[config.mk]
export PLATFORM = sky130hd
export DESIGN_NAME = fp32_multiply_truncate
export DESIGN_NICKNAME = d
export VERILOG_FILES = /design/src/hw/rtl/fmt_pkg.sv /design/src/hw/rtl/fmt_core.sv /design/src/hw/rtl/fp32_multiply_truncate.sv
export SDC_FILE = /design/constraint.sdc
export NUM_CORES = 2
export LEC_CHECK = 0
export ABC_AREA = 1
export BUFFER_PORTS_ARGS = -buffer_cell sky130_fd_sc_hd__buf_2
export CORE_AREA = 2 2 293 295
export DETAILED_ROUTE_END_ITERATION = 8
export DIE_AREA = 0 0 295 297
export HOLD_SLACK_MARGIN = 0.08
export PLACE_DENSITY = 0.52
export SLEW_MARGIN = 20
export SYNTH_ARGS = -nofsm -noshare
export SYNTH_HDL_FRONTEND = slang
export SYNTH_SLANG_ARGS = --single-unit
[constraint.sdc]
create_clock -name aclk -period 13.65 [get_ports aclk]
set_input_delay 2.0475 -clock aclk [delete_from_list [all_inputs] [get_ports aclk]]
set_output_delay 2.0475 -clock aclk [all_outputs]
set_load 0.005 [all_outputs]
[src/hw/rtl/fmt_pkg.sv]
// Shared constants and types for the truncating single-precision multiplier.
package fmt_pkg;
    localparam int FRAC_BITS = 23;
    localparam int WORD_BITS = 32;
    localparam logic [7:0] EXP_MAX = 8'hFF;
    localparam logic [31:0] INF_BITS = 32'h7F80_0000;
    localparam logic [31:0] QUIET_MASK = 32'h0040_0000;
    localparam logic [31:0] DEFAULT_NAN = 32'h7FC0_0000;

    typedef logic [31:0] word_t;

    // Operands captured by the input register.
    typedef struct packed {
        word_t a;
        word_t b;
    } operands_t;
endpackage

[src/hw/rtl/fmt_core.sv]
// Combinational multiply core: special cases, significand product, normalize, pack.
module fmt_core
    import fmt_pkg::*;
(
    input  operands_t ops,
    output word_t     product
);
    logic [7:0]  ex, ey;
    logic        sgn;
    logic [30:0] ax, ay;
    logic [23:0] mx, my;
    logic [47:0] m;
    logic [31:0] hi;
    logic [9:0]  e;
    logic [10:0] sh;
    logic        special;
    word_t       norm;

    always_comb begin
        ex  = ops.a[30:23];
        ey  = ops.b[30:23];
        sgn = ops.a[31] ^ ops.b[31];
        ax  = ops.a[30:0];
        ay  = ops.b[30:0];
        special = (ex == 8'd0) || (ex == EXP_MAX) || (ey == 8'd0) || (ey == EXP_MAX);
        // A denormal operand keeps only the implicit one.
        mx = {1'b1, (ex == 8'd0) ? 23'd0 : ops.a[22:0]};
        my = {1'b1, (ey == 8'd0) ? 23'd0 : ops.b[22:0]};
        m  = 48'(mx) * 48'(my);
        // Signed biased exponent in ten bits; range is -127..384.
        e  = 10'(ex) + 10'(ey) - 10'd127 + 10'(m[47]);
        hi = m[47] ? {8'd0, m[47:24]} : {8'd0, m[46:23]};
        sh = 11'sd1 - {e[9], e};
        if (!e[9] && (e >= 10'd255)) begin
            norm = INF_BITS | {sgn, 31'd0};
        end else if (e[9] || (e == 10'd0)) begin
            norm = ((sh >= 11'd32) ? 32'd0 : (hi >> sh[4:0])) | {sgn, 31'd0};
        end else begin
            norm = {sgn, e[7:0], hi[22:0]};
        end
        if (special && (ax > INF_BITS[30:0])) begin
            product = ops.a | QUIET_MASK;
        end else if (special && (ay > INF_BITS[30:0])) begin
            product = ops.b | QUIET_MASK;
        end else if (special && (ax == INF_BITS[30:0])) begin
            product = (ay != 31'd0) ? (INF_BITS | {sgn, 31'd0}) : DEFAULT_NAN;
        end else if (special && (ay == INF_BITS[30:0])) begin
            product = (ax != 31'd0) ? (INF_BITS | {sgn, 31'd0}) : DEFAULT_NAN;
        end else if (special && ((ax == 31'd0) || (ay == 31'd0))) begin
            product = {sgn, 31'd0};
        end else begin
            product = norm;
        end
    end
endmodule

[src/hw/rtl/fp32_multiply_truncate.sv]
// Top level of the truncating single-precision multiplier with stream ports.
// Usage:
//   s_axis carries one operand pair per transaction: tdata[31:0] is operand_a,
//   tdata[63:32] is operand_b. m_axis returns the product in tdata[31:0].
//   Each transaction passes an input register, one combinational pass through
//   the multiply core, and an output register. The product reaches
//   m_axis_tvalid through the input register and then the output register.
//   Throughput is one transaction per cycle while the receiver does not
//   stall: the whole computation is one combinational pass, and both
//   registers can load in every cycle. When the receiver stalls, the output
//   register holds its data and the input register fills; s_axis_tready drops
//   only when both are full and m_axis_tready is low.
//   A synchronous active-low aresetn empties both registers.
module fp32_multiply_truncate
    import fmt_pkg::*;
(
    input  logic        aclk,
    input  logic        aresetn,
    input  logic        s_axis_tvalid,
    output logic        s_axis_tready,
    input  logic [63:0] s_axis_tdata,  // operand_a [31:0], operand_b [63:32]
    output logic        m_axis_tvalid,
    input  logic        m_axis_tready,
    output logic [31:0] m_axis_tdata   // product [31:0]
);
    operands_t in_reg;
    logic      in_valid_reg;
    word_t     out_reg;
    logic      out_valid_reg;
    word_t     prod;
    logic      out_load;

    fmt_core u_core (.ops(in_reg), .product(prod));

    assign out_load      = in_valid_reg && (!out_valid_reg || m_axis_tready);
    assign s_axis_tready = !in_valid_reg || out_load;
    assign m_axis_tvalid = out_valid_reg;
    assign m_axis_tdata  = out_reg;

    always_ff @(posedge aclk) begin
        if (!aresetn) begin
            in_valid_reg  <= 1'b0;
            out_valid_reg <= 1'b0;
        end else begin
            if (s_axis_tready) begin
                in_valid_reg <= s_axis_tvalid;
            end
            if (out_load) begin
                out_valid_reg <= 1'b1;
            end else if (m_axis_tready) begin
                out_valid_reg <= 1'b0;
            end
        end
        if (s_axis_tready && s_axis_tvalid) begin
            in_reg <= '{a: s_axis_tdata[31:0], b: s_axis_tdata[63:32]};
        end
        if (out_load) begin
            out_reg <= prod;
        end
    end
endmodule
After elaboration in Yosys (flattened, before gate mapping)
Cells that the tools add are included.
{"block": "totals", "reg_bits": 98, "in_bits": 68, "word_cells": 64}
{"block": "op_classes", "add_sub_neg": 4, "multipliers": 1, "n_lt_le_gt_ge": 4, "eq_ne": 4, "shift": 1, "n_mux": 15, "bitwise_logic": 2, "reduce_logical": 27}
{"op": "two-way mux 32 bit", "count": 10}
{"op": "equality test 31 bit, second input constant", "count": 2}
{"op": "> comparator 31 bit, second input constant", "count": 2}
{"op": "logical NOT 31 bit", "count": 2}
{"op": "nonzero test 31 bit", "count": 2}
{"op": "multiplier 24 x 24 -> 48 bit", "count": 1}
{"op": "two-way mux 23 bit", "count": 2}
{"op": "bitwise OR 32 bit", "count": 1}
{"op": "right shift 32 x 5 -> 32 bit", "count": 1}
{"op": "two-way mux 24 bit", "count": 1}
{"op": "equality test 8 bit, second input constant", "count": 2}
{"op": "logical NOT 8 bit", "count": 2}
{"op": ">= comparator 11 x 6 -> 1 bit, second input constant", "count": 1}
{"op": "subtractor 2 x 10 -> 11 bit, first input constant", "count": 1}
{"op": "adder 10 x 1 -> 10 bit", "count": 1}
{"op": ">= comparator 10 x 8 -> 1 bit, second input constant", "count": 1}
{"op": "logical NOT 10 bit", "count": 1}
{"op": "subtractor 10 x 7 -> 10 bit, second input constant", "count": 1}
{"op": "adder 8 x 8 -> 9 bit", "count": 1}
{"op": "logical AND 1 bit", "count": 8}
{"op": "logical OR 1 bit", "count": 7}
{"op": "logical NOT 1 bit", "count": 3}
{"op": "two-way mux 1 bit", "count": 2}
{"op": "nonzero test 2 bit", "count": 1}
{"op": "other kinds (2)", "count": 2}

Depth between registers and ports, before layout
{"block": "logic_depth", "depth_word": 15, "ltp_mapped": 55, "depth_no_buf": 50}

By module
A second synthesis with hierarchy kept.
{"block": "unflattened", "hier_cells": 3189, "area_unflattened_um2": 25226.7}
{"mod": "fmt_core", "n_inst": 1, "cells_each": 3080, "area_each_um2": 22248.8, "seq_area_each_um2": 0.0}
{"mod": "fp32_multiply_truncate", "n_inst": 1, "cells_each": 109, "area_each_um2": 2977.9, "seq_area_each_um2": 2922.8}

Worst setup path after synthesis
Ideal clock, no wire load.
{"block": "synth_path", "path_kind": "reg-to-reg", "start": "register in_reg[56] in the netlist's numbering", "end": "register out_reg[0] (netlist: m_axis_tdata[0]) (data pin)", "setup_time_ns": 0.255, "t_arrival_ns": 9.730, "slack_ns": 3.664, "path_stages_with_launch": 51, "period_less_slack_ns": 9.986, "cell_sequence": "edfxtp_1 -> inv_1 -> nand2_1 -> nor2_1 -> nand2_2 -> inv_1 -> clkbuf_1 -> nor2_1 -> inv_1 -> clkbuf_1 -> nor2_1 -> fa_1 -> fa_1 -> fa_1 -> inv_1 -> fa_1 -> inv_1 -> fa_1 -> (+15 left out) -> buf_4 -> ha_1 -> inv_1 -> ha_1 -> clkbuf_1 -> inv_1 -> clkbuf_1 -> clkbuf_1 -> ha_1 -> xor2_1 -> clkinv_1 -> clkbuf_1 -> nand3_1 -> nand3_1 -> nand2_1 -> nand2_1 -> nand2_1 -> a21oi_1"}
{"block": "synth_between", "elab_chain_len": 15, "elab_cells_between_ends": 37, "cone_classes": "4 x add/sub; 1 x mul; 3 x order compare; 2 x eq/ne; 1 x shift; 10 x mux; 1 x bitwise; 15 x reduce/logical"}
{"element": "start, declared", "line": "fp32_multiply_truncate.sv:26", "source": "operands_t in_reg;"}
{"element": "start signal, assigned", "line": "fp32_multiply_truncate.sv:55", "source": "in_reg <= '{a: s_axis_tdata[31:0], b: s_axis_tdata[63:32]};"}
{"element": "logical NOT 8 bit", "line": "fmt_core.sv:25, fmt_core.sv:27"}
{"element": "two-way mux 23 bit", "line": "fmt_core.sv:27", "source": "mx = {1'b1, (ex == 8'd0) ? 23'd0 : ops.a[22:0]};"}
{"element": "multiplier 24 x 24 -> 48 bit", "line": "fmt_core.sv:29", "source": "m = 48'(mx) * 48'(my);"}
{"element": "adder 10 x 1 -> 10 bit", "line": "fmt_core.sv:31", "source": "e = 10'(ex) + 10'(ey) - 10'd127 + 10'(m[47]);"}
{"element": "subtractor 2 x 10 -> 11 bit", "line": "fmt_core.sv:33", "source": "sh = 11'sd1 - {e[9], e};"}
{"element": ">= comparator 11 x 6 -> 1 bit or right shift 32 x 5 -> 32 bit (tied branches)", "line": "fmt_core.sv:37", "source": "norm = ((sh >= 11'd32) ? 32'd0 : (hi >> sh[4:0])) | {sgn, 31'd0};"}
{"element": "two-way mux 32 bit", "line": "fmt_core.sv:37"}
{"element": "bitwise OR 32 bit", "line": "fmt_core.sv:37"}
{"element": "two-way mux 32 bit", "line": "fmt_core.sv:36", "source": "end else if (e[9] || (e == 10'd0)) begin"}
{"element": "two-way mux 32 bit", "line": "fmt_core.sv:34", "source": "if (!e[9] && (e >= 10'd255)) begin"}
{"element": "two-way mux 32 bit", "line": "fmt_core.sv:49", "source": "end else if (special && ((ax == 31'd0) || (ay == 31'd0))) begin"}
{"element": "two-way mux 32 bit", "line": "fmt_core.sv:47", "source": "end else if (special && (ay == INF_BITS[30:0])) begin"}
{"element": "two-way mux 32 bit", "line": "fmt_core.sv:45", "source": "end else if (special && (ax == INF_BITS[30:0])) begin"}
{"element": "two-way mux 32 bit", "line": "fmt_core.sv:43", "source": "end else if (special && (ay > INF_BITS[30:0])) begin"}
{"element": "two-way mux 32 bit *", "line": "fmt_core.sv:41", "source": "if (special && (ax > INF_BITS[30:0])) begin"}
{"element": "via prod[0]", "line": "fp32_multiply_truncate.sv:30", "source": "word_t prod;"}
{"element": "end signal, assigned", "line": "fp32_multiply_truncate.sv:58", "source": "out_reg <= prod;"}
{"element": "end, declared", "line": "fp32_multiply_truncate.sv:28", "source": "word_t out_reg;"}
Mark *: on every way through the listed nets, which the timed path passes. The rest lies on a longest branch.
A chain may end at the register's enable or synchronous reset.

Worst setup path in the final report
{"block": "layout_path", "start": "register in_reg[24] in the netlist's numbering", "end": "register out_reg[12] (netlist: m_axis_tdata[12]) (data pin)"}
{"block": "layout_between", "elab_chain_len": 15, "elab_cells_between_ends": 36, "cone_classes": "4 x add/sub; 1 x mul; 3 x order compare; 2 x eq/ne; 1 x shift; 10 x mux; 1 x bitwise; 14 x reduce/logical"}
{"element": "logical NOT 8 bit", "line": "fmt_core.sv:25, fmt_core.sv:28"}
{"element": "two-way mux 23 bit", "line": "fmt_core.sv:28", "source": "my = {1'b1, (ey == 8'd0) ? 23'd0 : ops.b[22:0]};"}
{"element": "multiplier 24 x 24 -> 48 bit", "line": "fmt_core.sv:29"}
{"element": "adder 10 x 1 -> 10 bit", "line": "fmt_core.sv:31"}
{"element": "subtractor 2 x 10 -> 11 bit", "line": "fmt_core.sv:33"}
{"element": ">= comparator 11 x 6 -> 1 bit or right shift 32 x 5 -> 32 bit (tied branches)", "line": "fmt_core.sv:37"}
{"element": "two-way mux 32 bit", "line": "fmt_core.sv:37"}
{"element": "bitwise OR 32 bit", "line": "fmt_core.sv:37"}
{"element": "two-way mux 32 bit", "line": "fmt_core.sv:36"}
{"element": "two-way mux 32 bit", "line": "fmt_core.sv:34"}
{"element": "two-way mux 32 bit", "line": "fmt_core.sv:49"}
{"element": "two-way mux 32 bit", "line": "fmt_core.sv:47"}
{"element": "two-way mux 32 bit", "line": "fmt_core.sv:45"}
{"element": "two-way mux 32 bit", "line": "fmt_core.sv:43"}
{"element": "two-way mux 32 bit *", "line": "fmt_core.sv:41"}
{"element": "via prod[12]", "line": "fp32_multiply_truncate.sv:30"}
Marks and branches as above.

==> impl_results.md <==
* Ys async rst share at 0%
* Max-Cap Viols at 0
* GR Overflow Total at 0
* Most area-consuming cells after synthesis: fa_1 (38%), edfxtp_1 (11%), inv_1 (11%)
* CTS resizes at 0
* CTS HTree Levels at 3
* Final nets at ~4k
* Total die area at between 80,000 and 90,000 um2
* Gpl congestion at ~0.96
* Post-Synthesis Cells at approximately 3.2k
* Setup crit end kind: flip-flop
* Routed WL at roughly 85,000 um
* Number of flip-flops in the largest register at 64
* Share of cells above drive strength 1 at under 10%
* Ant. Diodes at 0
* RSZ-0062 raised after global routing: no
* Post-CTS Setup Repair Bufs at 0
* Cell taking the most area after synthesis: fa_1
* Die width at between 200 and 300 um
* Largest net degree at the start of global routing at 65
* Clk buf depth at 2
* DR vias at between 20k and 25k
* Post-DP HPWL at between 70,000 and 80,000 um
* Synth Cell Area at around 25,000 um2
* Seq cells post-synth at ~100
* Critical Path Max Stage Delay at roughly 0.76 ns
* Crit path max-delay cell type: nor2_2
* Clock Sinks at 98
* Final Hold Fails at 0
* Cells on worst reg2reg path at 42
* TritonCTS clock tree: built
* Seq/Total Area, Yosys at a little under an eighth
* Hold_buf cts at 0
* Worst Path Max Fanout at 27
* ANT nets after route at 0
* Yosys cell types at 52
* Ys Warns at 0
* Gr usage total at 19.8%
* Setup TNS at 0 ns
* Startpoint Class: flip-flop
* CP Class: flip-flop to flip-flop
* Via-to-Cell Ratio at 4.77
* Fin crit period at approximately 12 ns
* Post-synth EDFFs at 96
* Initial DRC count at 1,554
* Worst rel slew slack at roughly 22%
* Drt first pass iters at 5
* Area growth syn-to-layout at 9.14%
* Syn_area_per_cell at approximately 8 um2
* Clock root cell: clkbuf_16
* Die Span Y at between 200 and 300 um
* Yosys top cell area share at 38.5%
* Routed len/inst at between 15 and 20 um
* WP data required at 13.87 ns
* WHS at roughly 0.53 ns
* CTS Buf Count at 9
* Fmax achieved at around 82 MHz
* Port Buf Inserts at between 100 and 150
* Hold Crit Class: flip-flop to flip-flop
* Final Cycle Share at 89.0%
* Skew final at ~0.014 ns
* Status: completed
* DRC at 0
* Register clock-pin slew on the reported worst setup and hold paths at around 0.080 ns
* Final setup fails at 0
* Commonest cells post-synth: inv_1 (718), nand2_1 (649), fa_1 (482), nor2_1 (413), nand3_1 (193)
* Top-count cell post-synth: inv_1
* Vias in the first global route at approximately 22k
* Clock Latency Late Sink at about 0.36 ns
* Post-synth net total at about 3.9k
* Synth Flop Type: edfxtp_1
* Initial antenna violation count at 2
* Worst Hold Depth at 2
* Row count at 107
* Initial Util at between 20% and 30%
* Num ports at 102
* Worst Max-Slew Pin Slew at 1.16 ns
* Max-slew violations at 0
* First-pass GRT wire length at between 100,000 and 150,000 um
* Core area at about 84,000 um2
* Worst EP arrival at ~12 ns
## layout make-up
class / count / area (um2)
Clock buffer: 9 / 225
Clock inverter: 6 / 91.3
Fill cell: 9158 / 57100
Inverter: 751 / 2820
Multi-Input combinational cell: 2242 / 18900
Sequential cell: 98 / 2920
Tap cell: 1144 / 1430
Timing Repair Buffer: 160 / 948
## worst max-delay path, delay by kind of cell (launching register included)
family	cells	cell delay (ns)
simple gates	16	3.43
fa+ha+maj	10	4.38
buf+inv	9	1.76
flops	1	0.47
compound gates	7	1.95
## path summary, 6_finish.rpt
kind	start	end	slack, ns
worst max-delay path	in_reg[24]	m_axis_tdata[12]	1.50
worst min-delay path	in_valid_reg	m_axis_tvalid	0.53
worst max register to register	in_reg[24]	m_axis_tdata[12]	1.50
worst min register to register	in_valid_reg	m_axis_tvalid	0.53
## per-stage QoR
stage,worst slack [ns],cell area [um2],utilization (%),cells
2_1_floorplan,3.66,25100,-,3197
4_1_cts,1.56,27400,32.4,4410
5_1_grt,0.616,27400,32.4,4410
6_report,1.50,27400,32.4,4410
3_5_place_dp,1.61,27100,32.0,4395
3_3_place_gp,1.67,27100,32.0,4395
## layout by cell type, fill, tap and decap left out, drive strengths merged, types with 16 or more instances in the layout
cell / n
nand3: 193
nor4: 20
fa: 482
ha: 180
edfxtp: 96
nand4: 16
o21ai: 73
nor3: 16
clkinv: 21
nand2: 654
nor2: 416
a21oi: 97
inv: 734
xor2: 17
buf: 160
## logic make-up after synthesis
| family | Yosys count | synth area share (%) |
|---|---|---|
| AOI/OAI and AO/OA | 221 | 5.00 |
| adders and majority gates | 662 | 47.4 |
| xor gates and xnor gates | 32 | 1.28 |
| buffers and inverters | 857 | 13.0 |
| DFF | 98 | 11.7 |
| and+or+nand+nor | 1327 | 21.7 |
## routing by layer
metal  vias up  part of all wire, %  global-route usage (%)
li1       9724                    -                       -
met1     10500                   45                    27.9
met2       677                   46                    32.5
met3       106                  5.6                    2.20
met4         2                  2.7                    4.83
met5         -                0.015                       0
Power is left out: the tool's default activity adds up to more than one toggle a clock period on the data nets, which glitch-free logic cannot reach.
